==> src/rtl/assert_macros.svh <==
// Assertion macros shared by the converter RTL.
`ifndef ASSERT_MACROS_SVH
`define ASSERT_MACROS_SVH

// Property checked on every clock edge outside reset.
`define R2N_ASSERT(label, prop, msg) \
  label: assert property (@(posedge clk) disable iff (!rst_n) prop) else $error(msg);

// Condition that must never be seen outside reset.
`define R2N_NEVER(label, cond, msg) \
  label: assert property (@(posedge clk) disable iff (!rst_n) !(cond)) else $error(msg);

`endif

==> src/rtl/r2n_pkg.sv <==
// Shared types, constants and coefficients of the RGB to NV12 converter.
package r2n_pkg;

  localparam int MAX_WIDTH      = 4096;
  localparam int COEF_FRAC_BITS = 16;
  localparam int HEIGHT_LIMIT   = 4096;

  localparam int SIZE_W     = 13;
  localparam int POS_W      = 12;
  localparam int LINE_DEPTH = MAX_WIDTH / 2;
  localparam int LINE_AW    = $clog2(LINE_DEPTH);
  localparam int SUM_W      = 9;
  localparam int LINE_W     = 3 * SUM_W;
  localparam int CFG_IDX_W  = 1;

  localparam int QDEPTH     = 4;
  localparam int QAW        = $clog2(QDEPTH);
  localparam int QCNT_W     = QAW + 1;
  localparam int OBUF_DEPTH = 4;
  localparam int OBAW       = $clog2(OBUF_DEPTH);
  localparam int OBCNT_W    = OBAW + 1;

  // All coefficients are below one, so they fit in the fraction bits.
  localparam int COEF_W = COEF_FRAC_BITS;
  localparam int PROD_W = COEF_W + 8;
  localparam int ACC_W  = COEF_FRAC_BITS + 10;

  localparam logic [COEF_W-1:0] C_Y_R  = COEF_W'((64'(1826) << COEF_FRAC_BITS) / 10000);
  localparam logic [COEF_W-1:0] C_Y_G  = COEF_W'((64'(6142) << COEF_FRAC_BITS) / 10000);
  localparam logic [COEF_W-1:0] C_Y_B  = COEF_W'((64'(620) << COEF_FRAC_BITS) / 10000);
  localparam logic [COEF_W-1:0] C_CB_R = COEF_W'((64'(1006) << COEF_FRAC_BITS) / 10000);
  localparam logic [COEF_W-1:0] C_CB_G = COEF_W'((64'(3386) << COEF_FRAC_BITS) / 10000);
  localparam logic [COEF_W-1:0] C_CB_B = COEF_W'((64'(4392) << COEF_FRAC_BITS) / 10000);
  localparam logic [COEF_W-1:0] C_CR_R = COEF_W'((64'(4392) << COEF_FRAC_BITS) / 10000);
  localparam logic [COEF_W-1:0] C_CR_G = COEF_W'((64'(3989) << COEF_FRAC_BITS) / 10000);
  localparam logic [COEF_W-1:0] C_CR_B = COEF_W'((64'(403) << COEF_FRAC_BITS) / 10000);

  localparam logic signed [ACC_W-1:0] OFS_LUMA   = ACC_W'(64'(16) << COEF_FRAC_BITS);
  localparam logic signed [ACC_W-1:0] OFS_CHROMA = ACC_W'(64'(128) << COEF_FRAC_BITS);

  localparam logic [7:0] LUMA_LO        = 8'd16;
  localparam logic [7:0] LUMA_HI        = 8'd235;
  localparam logic [7:0] CHROMA_LO      = 8'd16;
  localparam logic [7:0] CHROMA_HI      = 8'd240;
  localparam logic [7:0] CHROMA_NEUTRAL = 8'd128;

  localparam logic [SIZE_W-1:0] WIDTH_RESET  = SIZE_W'(1280);
  localparam logic [SIZE_W-1:0] HEIGHT_RESET = SIZE_W'(720);

  typedef enum logic [CFG_IDX_W-1:0] {
    REG_FRAME_WIDTH  = 1'b0,
    REG_FRAME_HEIGHT = 1'b1
  } r2n_reg_t;

  typedef struct packed {
    logic [7:0] red;
    logic [7:0] green;
    logic [7:0] blue;
    logic       frame_start;
  } r2n_in_t;

  typedef struct packed {
    logic [7:0] luma;
    logic       chroma_valid;
    logic [7:0] cb;
    logic [7:0] cr;
    logic       frame_end;
  } r2n_out_t;

  // One classified pixel handed from the front to the back.
  typedef struct packed {
    logic [7:0] red;
    logic [7:0] green;
    logic [7:0] blue;
    logic [7:0] avg_red;
    logic [7:0] avg_green;
    logic [7:0] avg_blue;
    logic       chroma_valid;
    logic       frame_end;
  } r2n_work_t;

  typedef struct packed {
    logic [QCNT_W-1:0] level;
    logic              empty;
  } r2n_qstat_t;

endpackage

==> src/rtl/r2n_back.sv <==
// Back end: luma and chroma arithmetic, clamping and the result buffer.
`include "assert_macros.svh"

module r2n_back (
  input  logic                 clk,
  input  logic                 rst_n,
  input  r2n_pkg::r2n_work_t   q_data,
  input  r2n_pkg::r2n_qstat_t  qstat,
  output logic                 q_pop,
  output logic                 out_empty,
  input  logic                 out_pop,
  output r2n_pkg::r2n_out_t    out_data
);
  import r2n_pkg::*;

  function automatic logic [7:0] clamp_scaled(input logic signed [ACC_W-1:0] acc,
                                              input logic [7:0] lo,
                                              input logic [7:0] hi);
    logic signed [ACC_W-1:0]          lo_s;
    logic [ACC_W-COEF_FRAC_BITS-1:0]  v;
    lo_s = signed'(ACC_W'(lo) << COEF_FRAC_BITS);
    v    = acc[ACC_W-1:COEF_FRAC_BITS];
    if (acc <= lo_s) begin
      return lo;
    end else if (v > (ACC_W - COEF_FRAC_BITS)'(hi)) begin
      return hi;
    end else begin
      return v[7:0];
    end
  endfunction

  logic              a_valid_r, a_chroma_r, a_fend_r;
  logic [PROD_W-1:0] py_r [3];
  logic [PROD_W-1:0] pcb_r [3];
  logic [PROD_W-1:0] pcr_r [3];

  logic signed [ACC_W-1:0] acc_y, acc_cb, acc_cr;
  r2n_out_t                res;

  r2n_out_t           ob_r [OBUF_DEPTH];
  logic [OBAW-1:0]    ob_wr_r, ob_rd_r;
  logic [OBCNT_W-1:0] ob_cnt_r;
  logic               ob_pop;

  // Pull only when the buffer can take every result still in flight.
  assign q_pop  = !qstat.empty && ((ob_cnt_r + OBCNT_W'(a_valid_r)) < OBCNT_W'(OBUF_DEPTH));
  assign ob_pop = out_pop && !out_empty;

  always_ff @(posedge clk) begin
    if (!rst_n) begin
      a_valid_r <= 1'b0;
    end else begin
      a_valid_r <= q_pop;
    end
  end

  always_ff @(posedge clk) begin
    if (q_pop) begin
      py_r[0]    <= PROD_W'(C_Y_R) * PROD_W'(q_data.red);
      py_r[1]    <= PROD_W'(C_Y_G) * PROD_W'(q_data.green);
      py_r[2]    <= PROD_W'(C_Y_B) * PROD_W'(q_data.blue);
      pcb_r[0]   <= PROD_W'(C_CB_R) * PROD_W'(q_data.avg_red);
      pcb_r[1]   <= PROD_W'(C_CB_G) * PROD_W'(q_data.avg_green);
      pcb_r[2]   <= PROD_W'(C_CB_B) * PROD_W'(q_data.avg_blue);
      pcr_r[0]   <= PROD_W'(C_CR_R) * PROD_W'(q_data.avg_red);
      pcr_r[1]   <= PROD_W'(C_CR_G) * PROD_W'(q_data.avg_green);
      pcr_r[2]   <= PROD_W'(C_CR_B) * PROD_W'(q_data.avg_blue);
      a_chroma_r <= q_data.chroma_valid;
      a_fend_r   <= q_data.frame_end;
    end
  end

  always_comb begin
    acc_y  = OFS_LUMA + signed'(ACC_W'(py_r[0])) + signed'(ACC_W'(py_r[1]))
           + signed'(ACC_W'(py_r[2]));
    acc_cb = OFS_CHROMA - signed'(ACC_W'(pcb_r[0])) - signed'(ACC_W'(pcb_r[1]))
           + signed'(ACC_W'(pcb_r[2]));
    acc_cr = OFS_CHROMA + signed'(ACC_W'(pcr_r[0])) - signed'(ACC_W'(pcr_r[1]))
           - signed'(ACC_W'(pcr_r[2]));

    res.luma         = clamp_scaled(acc_y, LUMA_LO, LUMA_HI);
    res.chroma_valid = a_chroma_r;
    res.cb           = a_chroma_r ? clamp_scaled(acc_cb, CHROMA_LO, CHROMA_HI) : CHROMA_NEUTRAL;
    res.cr           = a_chroma_r ? clamp_scaled(acc_cr, CHROMA_LO, CHROMA_HI) : CHROMA_NEUTRAL;
    res.frame_end    = a_fend_r;
  end

  always_ff @(posedge clk) begin
    if (!rst_n) begin
      ob_wr_r  <= '0;
      ob_rd_r  <= '0;
      ob_cnt_r <= '0;
    end else begin
      if (a_valid_r) begin
        ob_wr_r <= ob_wr_r + OBAW'(1);
      end
      if (ob_pop) begin
        ob_rd_r <= ob_rd_r + OBAW'(1);
      end
      ob_cnt_r <= ob_cnt_r + OBCNT_W'(a_valid_r) - OBCNT_W'(ob_pop);
    end
  end

  always_ff @(posedge clk) begin
    if (a_valid_r) begin
      ob_r[ob_wr_r] <= res;
    end
  end

  assign out_empty = (ob_cnt_r == '0);
  assign out_data  = ob_r[ob_rd_r];

  `R2N_NEVER(a_ob_overflow, a_valid_r && ob_cnt_r == OBCNT_W'(OBUF_DEPTH), "result buffer overflow")
  `R2N_ASSERT(a_pop_to_stage, q_pop |=> a_valid_r, "popped transaction lost before arithmetic")

endmodule

==> config.mk <==
export PLATFORM = sky130hd
export DESIGN_NAME = r2n_back
export DESIGN_NICKNAME = d
export VERILOG_FILES = /design/src/rtl/r2n_pkg.sv /design/src/rtl/r2n_back.sv
export VERILOG_INCLUDE_DIRS = /design/src /design/src/rtl
export SDC_FILE = /design/constraint.sdc
export NUM_CORES = 1
export LEC_CHECK = 0
export ABC_AREA = 0
export ABC_CLOCK_PERIOD_IN_PS = 12100
export BUFFER_PORTS_ARGS = -buffer_cell sky130_fd_sc_hd__buf_2
export CORE_ASPECT_RATIO = 0.9
export CORE_UTILIZATION = 54
export DETAILED_ROUTE_END_ITERATION = 6
export HOLD_SLACK_MARGIN = 0.1
export PLACE_DENSITY = 0.71
export SYNTH_ARGS = -nofsm -noshare
export SYNTH_HDL_FRONTEND = slang
export SYNTH_SLANG_ARGS = --single-unit
==> constraint.sdc <==
create_clock -name clk -period 12.1 [get_ports clk]
set_clock_uncertainty 0.15 [all_clocks]
set_input_delay 1.21 -clock clk [delete_from_list [all_inputs] [get_ports clk]]
set_output_delay 1.21 -clock clk [all_outputs]
set_load 0.01 [all_outputs]
==> out/qor.txt <==
Status -> completed
Global-route wire length before repair -> 111 mm
Share of cells above drive strength 1 -> 6.94%
Final Hold Viols -> 0
Slew Limit Fails -> 0
Crit Reg-Reg Endpoint -> ob_r[1][11]
Initial DRC Count -> 1379
Worst Path Required -> 12.25 ns
PostCTS Resize Cnt -> 0
Post-synth ARST share -> 0%
Core region area -> 57100 um^2
Root Buffer -> clkbuf_16
Reg2Reg Setup Slack -> 6.65 ns
Synth warn -> 0
Tightest Pin Transition -> 0.993 ns
Post-CTS Setup Bufs -> 0
Dpl hpwl -> 56.2 mm
Cell taking the most area after synthesis -> edfxtp_1
Fin cells -> 3762
Total clock sinks -> 297
Hold slack -> 0.371 ns
Die height -> 230 um
RR Startpoint -> pcb_r[0][14]
Hold Crit Start -> a_fend_r
WS Path Type -> primary input to flip-flop
CTS max path bufs -> 3
Nets -> 3839
Synthesized flop and latch total -> 297
Area share of the largest cell type after synthesis -> 27.6%
CP Launch Type -> primary input
Core Util, Final -> 58.9%
CTS buffer count -> 34
Vias/cell -> 5.58
Post-synth top flop -> edfxtp_1
Ports -> 85
GP Congestion -> 0.899
Setup TNS Final -> 0 ns
Fill count -> 4732
Wire per inst -> 17.9 um
Register area -> 8820 um^2
Synth Instances -> 2866
Via Count -> 21000
Unique masters post-synth -> 95
Most frequent cells in the layout -> inv_1, ha_1, edfxtp_1
Cell Rows -> 83
DRC Markers -> 0
HP Class -> flip-flop to flip-flop
RSZ-0062 raised after global routing -> no
GRT Total Usage -> 23.6%
Clk_lat worst skew -> 0.56 ns
GR Overflow Total -> 0
Slew HR -> 33.8%
Die Area -> 58800 um^2
Crit end category -> flip-flop
Reg clk slew, reported paths -> 0.06 ns
PortBufs -> 81
Hold_buf cts -> 0
Fmax achieved -> 153 MHz
Hold path depth -> 0
Synth-to-Final Area Change -> 7.77%
Post-Synthesis Net Count -> 3733
Final Setup Violations -> 0
Cells after DPL -> 3701
Avg Synthesized Cell Area -> 10.9 um^2
# H-tree levels -> 2
Post-route ant nets -> 0
Min cycle time layout -> 6.53 ns
WL final -> 67.4 mm
Initial antenna violation count -> 3
Hold path endpoint -> ob_r[0][0]
Final period util -> 54.0%
EDFF count, synth -> 287
FF-to-FF path depth -> 15
Multi-input gate area -> 20300 um^2
Largest net degree at the start of global routing -> 78
Number of global-route vias before repair -> 21400
Sequential area share after synthesis -> 28.2%
Critical path fanouts, max -> 7
Initial Util -> 54.7%
Top cells by area, synth -> edfxtp_1, ha_1, fa_1
Worst EP arrival -> 6.69 ns
Max-Cap Viols -> 0
Die Wd -> 255 um
Most common cell after layout, fill and taps aside -> inv_1
Initial DRT Pass Iterations -> 5
Post-Syn Area -> 31200 um^2
CTS tree -> yes
[per-stage QoR]
| step | area (um^2) | setup slack (ns) |
|---|---|---|
| finish | 33700 | 5.57 |
| global route | 33700 | 5.16 |
| CTS | 33700 | 5.65 |
| detailed placement | 32600 | 5.09 |
| global placement | 32600 | 5.15 |
| floorplan | 31200 | 1.86 |
[metal layers]
| layer | GRT usage, % | vias up | wire length, um | share of wire, % |
|---|---|---|---|---|
| met4 | 4.57 | 0 | 1150 | 1.7 |
| met3 | 2.76 | 81 | 3240 | 4.8 |
| met5 | 0 | - | 0 | 0 |
| met1 | 34.2 | 10300 | 32200 | 48 |
| met2 | 38.2 | 494 | 30800 | 46 |
| li1 | - | 10100 | - | - |
[cell type report]
| cell class | instances | share of cell area, % |
|---|---|---|
| clock inverter | 21 | 0.673 |
| multi-input combinational | 2006 | 60.2 |
| clock buffer | 39 | 2.58 |
| inverter | 544 | 6.07 |
| tap | 765 | 2.84 |
| sequential | 297 | 26.2 |
| timing repair buffer | 89 | 1.38 |
| antenna | 1 | 0.00744 |
[kinds of logic (layout without fill, tap and decap cells)]
group | count (synthesis) | after routing | synth area share [%]
other cells | 0 | 1 | 0
fa+ha+maj | 810 | 810 | 39.2
buf+inv | 563 | 693 | 6.87
xor+xnor | 188 | 188 | 5.27
mux | 39 | 39 | 2.31
simple gates | 503 | 503 | 8.19
compound gates | 466 | 466 | 9.93
flops | 297 | 297 | 28.2
[how the worst max path moves through the flow]
stage / startpoint / end / slack, ns / depth (start not counted)
finish: q_data[23] / pcr_r[0][22] / 5.57 / 18
global route: q_data[23] / pcr_r[0][22] / 5.16 / 18
CTS: q_data[23] / pcr_r[0][22] / 5.65 / 18
detailed placement: q_data[23] / pcr_r[0][22] / 5.09 / 18
global placement: q_data[23] / pcr_r[0][22] / 5.15 / 18
floorplan: qstat[0] / q_pop / 1.86 / 1
[state kept, by name, summed over array words and instances, names as in the netlist, named ones only]
name,cells
a_chroma_r,1
a_fend_r,1
a_valid_r,1
ob_cnt_r,3
ob_r,104
ob_rd_r,2
ob_wr_r,2
pcb_r,60
pcr_r,58
py_r,63
[cell usage after synthesis, types with 37 or more instances]
cell      number
nor3_1        54
a21o_1        41
nand2_1       94
xor2_1        37
nand3_1       40
o21ai_0       90
inv_1        544
nor2_1       136
a21oi_1      135
ha_1         530
fa_1         280
xnor2_1      151
edfxtp_1     287
[critical path, cell delays in order]
cell and delay, ns:
buf_2 0.17, fa_1 0.59, inv_1 0.11, fa_1 0.52, inv_1 0.05, fa_1 0.54, fa_1 0.44, ha_1 0.33
o21a_1 0.19, o21ai_0 0.15, nand2b_1 0.10, a41oi_1 0.39, nor2_1 0.09, a211oi_1 0.52, a211oi_1 0.16, a2111oi_0 0.75
a21oi_1 0.18, xnor2_1 0.19
Power is left out: the tool's default activity adds up to more than one toggle a clock period on the data nets, which glitch-free logic cannot reach.
