===== src/rtl/assert_macros.svh =====
// Assertion macros shared by the converter RTL.
`ifndef ASSERT_MACROS_SVH
`define ASSERT_MACROS_SVH

// Property checked on every clock edge outside reset.
`define R2N_ASSERT(label, prop, msg) \
  label: assert property (@(posedge clk) disable iff (!rst_n) prop) else $error(msg);

// Condition that must never be seen outside reset.
`define R2N_NEVER(label, cond, msg) \
  label: assert property (@(posedge clk) disable iff (!rst_n) !(cond)) else $error(msg);

`endif


===== src/rtl/r2n_pkg.sv =====
// Shared types, constants and coefficients of the RGB to NV12 converter.
package r2n_pkg;

  localparam int MAX_WIDTH      = 4096;
  localparam int COEF_FRAC_BITS = 16;
  localparam int HEIGHT_LIMIT   = 4096;

  localparam int SIZE_W     = 13;
  localparam int POS_W      = 12;
  localparam int LINE_DEPTH = MAX_WIDTH / 2;
  localparam int LINE_AW    = $clog2(LINE_DEPTH);
  localparam int SUM_W      = 9;
  localparam int LINE_W     = 3 * SUM_W;
  localparam int CFG_IDX_W  = 1;

  localparam int QDEPTH     = 4;
  localparam int QAW        = $clog2(QDEPTH);
  localparam int QCNT_W     = QAW + 1;
  localparam int OBUF_DEPTH = 4;
  localparam int OBAW       = $clog2(OBUF_DEPTH);
  localparam int OBCNT_W    = OBAW + 1;

  // All coefficients are below one, so they fit in the fraction bits.
  localparam int COEF_W = COEF_FRAC_BITS;
  localparam int PROD_W = COEF_W + 8;
  localparam int ACC_W  = COEF_FRAC_BITS + 10;

  localparam logic [COEF_W-1:0] C_Y_R  = COEF_W'((64'(1826) << COEF_FRAC_BITS) / 10000);
  localparam logic [COEF_W-1:0] C_Y_G  = COEF_W'((64'(6142) << COEF_FRAC_BITS) / 10000);
  localparam logic [COEF_W-1:0] C_Y_B  = COEF_W'((64'(620) << COEF_FRAC_BITS) / 10000);
  localparam logic [COEF_W-1:0] C_CB_R = COEF_W'((64'(1006) << COEF_FRAC_BITS) / 10000);
  localparam logic [COEF_W-1:0] C_CB_G = COEF_W'((64'(3386) << COEF_FRAC_BITS) / 10000);
  localparam logic [COEF_W-1:0] C_CB_B = COEF_W'((64'(4392) << COEF_FRAC_BITS) / 10000);
  localparam logic [COEF_W-1:0] C_CR_R = COEF_W'((64'(4392) << COEF_FRAC_BITS) / 10000);
  localparam logic [COEF_W-1:0] C_CR_G = COEF_W'((64'(3989) << COEF_FRAC_BITS) / 10000);
  localparam logic [COEF_W-1:0] C_CR_B = COEF_W'((64'(403) << COEF_FRAC_BITS) / 10000);

  localparam logic signed [ACC_W-1:0] OFS_LUMA   = ACC_W'(64'(16) << COEF_FRAC_BITS);
  localparam logic signed [ACC_W-1:0] OFS_CHROMA = ACC_W'(64'(128) << COEF_FRAC_BITS);

  localparam logic [7:0] LUMA_LO        = 8'd16;
  localparam logic [7:0] LUMA_HI        = 8'd235;
  localparam logic [7:0] CHROMA_LO      = 8'd16;
  localparam logic [7:0] CHROMA_HI      = 8'd240;
  localparam logic [7:0] CHROMA_NEUTRAL = 8'd128;

  localparam logic [SIZE_W-1:0] WIDTH_RESET  = SIZE_W'(1280);
  localparam logic [SIZE_W-1:0] HEIGHT_RESET = SIZE_W'(720);

  typedef enum logic [CFG_IDX_W-1:0] {
    REG_FRAME_WIDTH  = 1'b0,
    REG_FRAME_HEIGHT = 1'b1
  } r2n_reg_t;

  typedef struct packed {
    logic [7:0] red;
    logic [7:0] green;
    logic [7:0] blue;
    logic       frame_start;
  } r2n_in_t;

  typedef struct packed {
    logic [7:0] luma;
    logic       chroma_valid;
    logic [7:0] cb;
    logic [7:0] cr;
    logic       frame_end;
  } r2n_out_t;

  // One classified pixel handed from the front to the back.
  typedef struct packed {
    logic [7:0] red;
    logic [7:0] green;
    logic [7:0] blue;
    logic [7:0] avg_red;
    logic [7:0] avg_green;
    logic [7:0] avg_blue;
    logic       chroma_valid;
    logic       frame_end;
  } r2n_work_t;

  typedef struct packed {
    logic [QCNT_W-1:0] level;
    logic              empty;
  } r2n_qstat_t;

endpackage


===== src/rtl/r2n_queue.sv =====
// Short queue of classified pixels between the front and the back.
`include "assert_macros.svh"

module r2n_queue (
  input  logic                 clk,
  input  logic                 rst_n,
  input  logic                 q_push,
  input  r2n_pkg::r2n_work_t   q_wdata,
  input  logic                 q_pop,
  output r2n_pkg::r2n_work_t   q_rdata,
  output r2n_pkg::r2n_qstat_t  qstat
);
  import r2n_pkg::*;

  r2n_work_t         slot_r [QDEPTH];
  logic [QAW-1:0]    wr_ptr_r, rd_ptr_r;
  logic [QCNT_W-1:0] count_r;

  always_ff @(posedge clk) begin
    if (!rst_n) begin
      wr_ptr_r <= '0;
      rd_ptr_r <= '0;
      count_r  <= '0;
    end else begin
      if (q_push) begin
        wr_ptr_r <= wr_ptr_r + QAW'(1);
      end
      if (q_pop) begin
        rd_ptr_r <= rd_ptr_r + QAW'(1);
      end
      count_r <= count_r + QCNT_W'(q_push) - QCNT_W'(q_pop);
    end
  end

  always_ff @(posedge clk) begin
    if (q_push) begin
      slot_r[wr_ptr_r] <= q_wdata;
    end
  end

  assign q_rdata     = slot_r[rd_ptr_r];
  assign qstat.level = count_r;
  assign qstat.empty = (count_r == '0);

  `R2N_NEVER(a_q_overflow, q_push && !q_pop && count_r == QCNT_W'(QDEPTH), "work queue overflow")
  `R2N_NEVER(a_q_underflow, q_pop && count_r == '0, "work queue underflow")

endmodule


===== config.mk =====
export PLATFORM = sky130hd
export DESIGN_NAME = r2n_queue
export DESIGN_NICKNAME = d
export VERILOG_FILES = /design/src/rtl/r2n_pkg.sv /design/src/rtl/r2n_queue.sv
export VERILOG_INCLUDE_DIRS = /design/src /design/src/rtl
export SDC_FILE = /design/constraint.sdc
export NUM_CORES = 1
export LEC_CHECK = 0
export BUFFER_PORTS_ARGS = -buffer_cell sky130_fd_sc_hd__buf_4
export CAP_MARGIN = 25
export CORE_MARGIN = 2
export CORE_UTILIZATION = 25
export DETAILED_ROUTE_END_ITERATION = 7
export GPL_ROUTABILITY_DRIVEN = 0
export MAX_ROUTING_LAYER = met4
export PLACE_DENSITY = 0.5
export SLEW_MARGIN = 15
export SYNTH_ARGS = -nofsm -noshare
export SYNTH_HDL_FRONTEND = slang
export SYNTH_SLANG_ARGS = --single-unit

===== constraint.sdc =====
create_clock -name clk -period 3.3 [get_ports clk]
set_input_delay 0.33 -clock clk [delete_from_list [all_inputs] [get_ports clk]]
set_output_delay 0.33 -clock clk [all_outputs]
set_load 0.01 [all_outputs]

==> summary.txt, run 1 <==
Run status
  • Status: completed

Finish
  • Final std cells w/o fill: 877
  • Final net count: 524
  • Multi-input logic area: 1360 sq um
  • Layout area overhead: 29.6%
  • Fillers: 2939
  • Antenna Cells: 0
  • Proportion of layout cells with a drive suffix above 1: 42.6%
  • Sequential cell area: 6190 sq um

Logic synthesis
  • Mapped Nets: 365
  • Yosys top cell by area: edfxtp_1
  • Post-synth top area share: 77.9%
  • Asr flop ratio synth: 0%
  • Number of synthesized register bits: 209
  • Number of synthesized flops with an enable pin: 200
  • Top-count cell post-synth: edfxtp_1
  • Sequential share of the synthesized area: 80.2%
  • Post-Syn Area per Cell: 25.4 sq um
  • Post-synth cell types: 19
  • Top cells by area, synth: edfxtp_1 (78%), mux4_2 (15%), dfxtp_1 (2.3%), buf_12 (1.3%), ha_1 (0.97%)
  • Main synth FF type: edfxtp_1
  • Mapped Area: 7710 sq um
  • Top cells by count, synth: edfxtp_1 (200), mux4_2 (50), dfxtp_1 (9), inv_1 (7)
  • Yosys Warn Count: 0
  • Synth Instances: 304

Power and ir drop
  • Switch share: 21.6%
  • Part of the power in registers: 50.0%
  • P per Cell Area: 623 nW/um^2
  • Comb pwr share: 10.8%
  • Max IR drop VDD: 418 uV
  • Clock Power Share: 39.2%
  • Internal power: 4.89 mW
  • Leak: 3.37 nW
  • Switching power: 1.34 mW

Global routing
  • Met2 usage: 15.9%
  • M3 GR Usage: 2.43%
  • GRT met1 Usage: 12.5%
  • Total track usage: 9.85%
  • Largest net degree at the start of global routing: 32
  • Initial antenna violation count: 0
  • Remaining global-route overflow: 0
  • GRT busiest layer: met2
  • First-pass GRT wire length: 23800 microns
  • Vias in the first global route: 3967

Routing
  • Vias per cell: 4.09
  • Initial detailed-routing violation count: 136
  • WL/cell: 17.4 microns
  • Final antenna-violating net count: 0
  • TritonRoute pass-1 iters: 4
  • Vias: 3590
  • Drt drc: 0
  • Final wirelength: 15300 microns

Placed design
  • Hpwl dp: 9450 microns
  • Placed Cells incl. Taps: 805
  • Port buffer count: 107

Clock network
  • CTS clk-pin slew, worst paths: 0.06 ns
  • Inserted Clock Buffers: 24
  • Clk_lat worst skew: 0.51 ns
  • PostCTS Resize Cnt: 0
  • Htree depth: 1
  • TritonCTS clock tree: built
  • CTS sink cnt: 209
  • Clk buf depth: 3
  • Root buffer cell: clkbuf_16

Timing
  • Max_slew headroom: 59.2%
  • Slew Viols, Final: 0
  • Final TNS setup: 0 ns
  • Final Cycle Share: 79.0%
  • Worst-Margin Slew: 0.611 ns
  • Final Skew: 0.00605 ns
  • Maximum clock rate: 0.383 GHz
  • Final setup violation count: 0
  • RSZ-0062 raised after global routing: false
  • Final Hold Fails: 0
  • Final min period: 2.61 ns

Run
  • Max_cap viols: 0

Worst setup path
  • Reg2Reg Depth: 3
  • Top delay family on crit path: flip-flops
  • Worst Path Max Fanout: 26
  • Worst setup path class: reg -> out
  • Crit path DAT: 2.28 ns
  • CP startpoint kind: flip-flop
  • Slowest stage delay, CP: 0.72 ns
  • CP max-delay cell: dfxtp_4
  • Worst Setup End Kind: primary output
  • FF-to-FF setup slack: 1.52 ns
  • Worst Path Buf+Inv: 2
  • Critical Path RT: 2.97 ns
  • CP Cell Sequence: buf_12 > mux4_2 > buf_4
  • R2R Path Start: wr_ptr_r[0]
  • Reg2Reg Capture Point: slot_r[1][49]

Floorplanning
  • Die height: 180 microns
  • Starting Density: 25.3%
  • Standard-cell row count: 64
  • Chip Width: 180 microns
  • Die area: 32300 sq um
  • Core area: 30500 sq um
  • Boundary Pins: 108

Min path
  • Worst hold path depth: 1
  • Hold wc startpoint: q_wdata[22]
  • Min-Delay Path Class: in -> reg
  • Hold Path End: slot_r[3][22]
## state kept, by name, summed over array words and instances, names as in the netlist, named ones only
| name | count |
|---|---|
| rd_ptr_r | 2 |
| slot_r | 200 |
| wr_ptr_r | 2 |
| count_r | 3 |
## worst reg2reg max path: stages, from the launching register on
cell and delay, ns:
dfxtp_1 0.40, ha_1 0.16, and2_2 0.39, buf_4 0.47
## per-stage QoR
step | total power [mW] | cell area [sq um] | util [%] | setup WS [ns] | hold WS, ns
final | 6.23 | 9990 | 32.8 | 0.691 | 0.0262
after global routing | 6.47 | 9990 | 32.8 | 0.500 | 0.00838
after CTS | 6.34 | 9990 | 32.8 | 0.560 | 0.0000266
after detailed placement | 3.83 | 8980 | 29.4 | 1.12 | 0.534
after global placement | 3.82 | 8980 | 29.4 | 1.13 | 0.509
after floorplan | 3.51 | 7710 | - | 1.15 | 0.429
## cell families (layout without fill, tap and decap cells)
| family | after synthesis | in the layout | synth area share (%) |
|---|---|---|---|
| fa+ha+maj | 7 | 7 | 1.23 |
| mux | 51 | 51 | 14.7 |
| simple gates | 13 | 13 | 0.893 |
| flops | 209 | 209 | 80.2 |
| buf+inv | 19 | 196 | 2.16 |
| xor+xnor | 3 | 3 | 0.536 |
| compound gates | 2 | 2 | 0.195 |
## final cells by class
| class | count | share of cell area, % |
|---|---|---|
| clock buffer | 33 | 6.56 |
| clock inverter | 11 | 0.801 |
| inverter | 7 | 0.263 |
| multi-input combinational | 76 | 13.6 |
| sequential | 209 | 62.0 |
| tap | 396 | 4.96 |
| timing repair buffer | 145 | 11.8 |
## power by group through the flow
stage / combinational (mW) / sequential (mW) / clock, mW
2_1_floorplan: 0.374 / 3.14 / 0
3_3_place_gp: 0.654 / 3.17 / 0
3_5_place_dp: 0.663 / 3.17 / 0
4_1_cts: 0.693 / 3.12 / 2.53
5_1_grt: 0.731 / 3.13 / 2.61
6_report: 0.671 / 3.11 / 2.44
## what timing repair did
action,CTS,global route
buffers inserted,0,0
hold endpoints to repair,97,0
hold buffers,28,0
## how the worst max path moves through the flow
stage | start | to | cells past startpoint
after floorplan | wr_ptr_r[0] | slot_r[2][0] | 3
after global placement | flip-flop | q_rdata[7] | 3
after global routing | flip-flop | q_rdata[10] | 3
final | flip-flop | q_rdata[10] | 3
after CTS | flip-flop | q_rdata[7] | 3
after detailed placement | flip-flop | q_rdata[10] | 3
## cell usage in the layout (no fill, tap or decap), types with 2 or more instances in the layout
master         Yosys  layout
ha_1               6       6
clkinv_2           0       3
dlygate4sd3_1      0      28
mux4_2            50      50
buf_12             5       2
edfxtp_1         200     200
clkbuf_1           0       8
clkbuf_16          0      25
and2_1             6       2
buf_4              0     115
nor2_1             5       5
inv_1              7       7
and2_2             0       4
xnor2_1            2       2
dfxtp_1            9       7
clkinv_1           0       5
## metal layers
metal | up-vias | share of wire (%)
li1 | 1599 | -
met2 | 91 | 49
met5 | - | 0
met3 | 24 | 4.9
met1 | 1876 | 44
met4 | 0 | 2.5
Power figures use the tool's default switching activity.
==> run 2: changes to the inputs <==
- clock period: 3.3 -> 2.5 ns (I/O delays scaled with it)
==> summary.txt, run 2 (same netlist as run 1, synthesis figures left out) <==
Timing
  • Slew Viols, Final: 0 (unchanged)
  • Maximum clock rate: 0.453 GHz
  • RSZ-0062 raised after global routing: false (unchanged)
  • Max_slew headroom: 64.8% (was 59.2%)
  • Final setup violation count: 0 (unchanged)
  • Final Hold Fails: 0 (unchanged)
  • Final TNS setup: 0 ns (unchanged)
  • Final min period: 2.21 ns
  • Worst-Margin Slew: 0.528 ns (was 0.611 ns)
  • Final Cycle Share: 88.4%
  • Final Skew: 0.0116 ns (was 0.00605 ns)

Finish
  • Layout area overhead: 34.2% (was 29.6%)
  • Largest Register: slot_r (unchanged)
  • Proportion of layout cells with a drive suffix above 1: 41.1% (was 42.6%)
  • Biggest regs: slot_r (200), count_r (3) (unchanged)
  • Most frequent cells in the layout: edfxtp_1 (200), buf_4 (112), dlygate4sd3_1 (51) (was edfxtp_1 (200), buf_4 (115), mux4_2 (50))
  • Fin util: 33.9% (was 32.8%)
  • Max reg flops: 200 (unchanged)
  • Commonest non-fill, non-tap cell in the layout: edfxtp_1 (unchanged)
  • Final net count: 546 (was 524)
  • Antenna Cells: 0 (unchanged)

Clock network
  • Htree depth: 1 (unchanged)
  • Clk buf depth: 3 (unchanged)
  • CTS sink cnt: 209 (unchanged)
  • Root buffer cell: clkbuf_16 (unchanged)
  • Inserted Clock Buffers: 24 (unchanged)
  • CTS clk-pin slew, worst paths: 0.06 ns (about the same)
  • Clk_lat worst skew: 0.52 ns (was 0.51 ns)
  • TritonCTS clock tree: built (unchanged)

Global routing
  • Total track usage: 9.76% (was 9.85%)
  • Remaining global-route overflow: 0 (unchanged)
  • First-pass GRT wire length: 23900 microns (was 23800 microns)
  • Largest net degree at the start of global routing: 51 (was 32)
  • Vias in the first global route: 4209 (was 3967)
  • Initial antenna violation count: 0 (unchanged)

Routing
  • Initial detailed-routing violation count: 188 (was 136)
  • TritonRoute pass-1 iters: 4 (unchanged)
  • Final wirelength: 15300 microns (about the same)
  • Drt drc: 0 (unchanged)
  • WL/cell: 17.0 microns (was 17.4 microns)
  • Final antenna-violating net count: 0 (unchanged)
  • Vias per cell: 4.10 (was 4.09)
  • Vias: 3682 (was 3590)

Worst setup path
  • Worst Setup End Kind: primary output (unchanged)
  • Crit path top cell by count: buf_4
  • CP max-delay cell: mux4_2 (was dfxtp_4)
  • CP Cell Sequence: buf_4 > mux4_2 > buf_4 (was buf_12 > mux4_2 > buf_4)
  • Slowest stage delay, CP: 0.57 ns (was 0.72 ns)
  • Critical Path RT: 2.25 ns (was 2.97 ns)
  • Worst setup path class: reg -> out (unchanged)
  • Worst Path Max Fanout: 19 (was 26)
  • Crit path DAT: 1.96 ns (was 2.28 ns)
  • CP startpoint kind: flip-flop (unchanged)

Floorplanning
  • Starting Density: 25.3% (unchanged)
  • Chip Width: 180 microns (unchanged)
  • Standard-cell row count: 64 (unchanged)
  • Boundary Pins: 108 (unchanged)
  • Core area: 30500 sq um (unchanged)
  • Die area: 32300 sq um (unchanged)
  • Die height: 180 microns (unchanged)

Power and ir drop
  • Pwr Total: 8.73 mW (was 6.23 mW)
  • P per Cell Area: 844 nW/um^2 (was 623 nW/um^2)
  • Max IR drop VDD: 528 uV (was 418 uV)
  • Leak: 3.51 nW (was 3.37 nW)

Placed design
  • Port buffer count: 107 (unchanged)
  • Hpwl dp: 8500 microns (was 9450 microns)

Run status
  • Status: completed (unchanged)

Min path
  • Min-Delay Path Class: in -> reg (unchanged)

Run
  • Max_cap viols: 0 (unchanged)
[run 2: changes by cell type in the layout (fill, tap and decap cells not counted), sizes merged]
cell         delta
dlygate4sd3    +23
bufinv          +5
clkbuf          -3
clkinv          -3
buf             -1
inv             -1
[run 2: repair_timing]
item,4_1_cts,5_1_grt
endpoints found under the hold margin,202,0
resized for setup,0,0
hold buffers,51,0
buffers inserted,0,0
[run 2: critical path: cells and delay by family (launching register included)]
kind / cells / cell delay (ns)
muxes: 1 / 0.57
DFF: 1 / 0.35
buffers and inverters: 2 / 0.52
[run 2: path summary, 6_finish.rpt]
check | startpoint | depth (start not counted) | endpoint | slack (ns)
max reg2reg | count_r[0] | 7 | count_r[2] | 0.86
min | q_push | 3 | wr_ptr_r[1] | 0.05
min reg2reg | rd_ptr_r[1] | 2 | flip-flop | 0.54
max | flip-flop | 3 | q_rdata[33] | 0.29
[run 2: metal layers]
metal	global-route usage [%]	vias to the layer above	part of all wire [%]
li1	-	1639	-
met1	11.6	1931	42
met2	16.5	89	50
met3	2.61	23	5.2
met4	2.41	0	2.4
met5	-	-	0
[run 2: area by class of cell]
| type | count | area, sq um |
|---|---|---|
| clock buffers | 30 | 623 |
| clock inverters | 12 | 220 |
| fillers | 2878 | 20200 |
| inverters | 7 | 26.3 |
| multi-input cells | 76 | 1360 |
| flip-flops and latches | 209 | 6190 |
| well taps | 396 | 495 |
| repair buffers | 167 | 1430 |
[run 2: report_power, final]
group | switching, mW | internal (mW) | total [mW]
clock | 1.32 | 2.38 | 3.70
sequential | 0.0520 | 4.03 | 4.08
combinational | 0.434 | 0.520 | 0.954
total | 1.81 | 6.92 | 8.73
[run 2: metrics by stage]
stage                     cells  worst slack (ns)  area (sq um)  hold slack, ns
after floorplan             304             0.353          7710           0.349
after global placement      804             0.787          8990           0.449
after detailed placement    804             0.780          8990           0.454
after CTS                   897             0.210         10300          0.0261
after global routing        897             0.151         10300          0.0736
final                       897             0.291         10300          0.0537
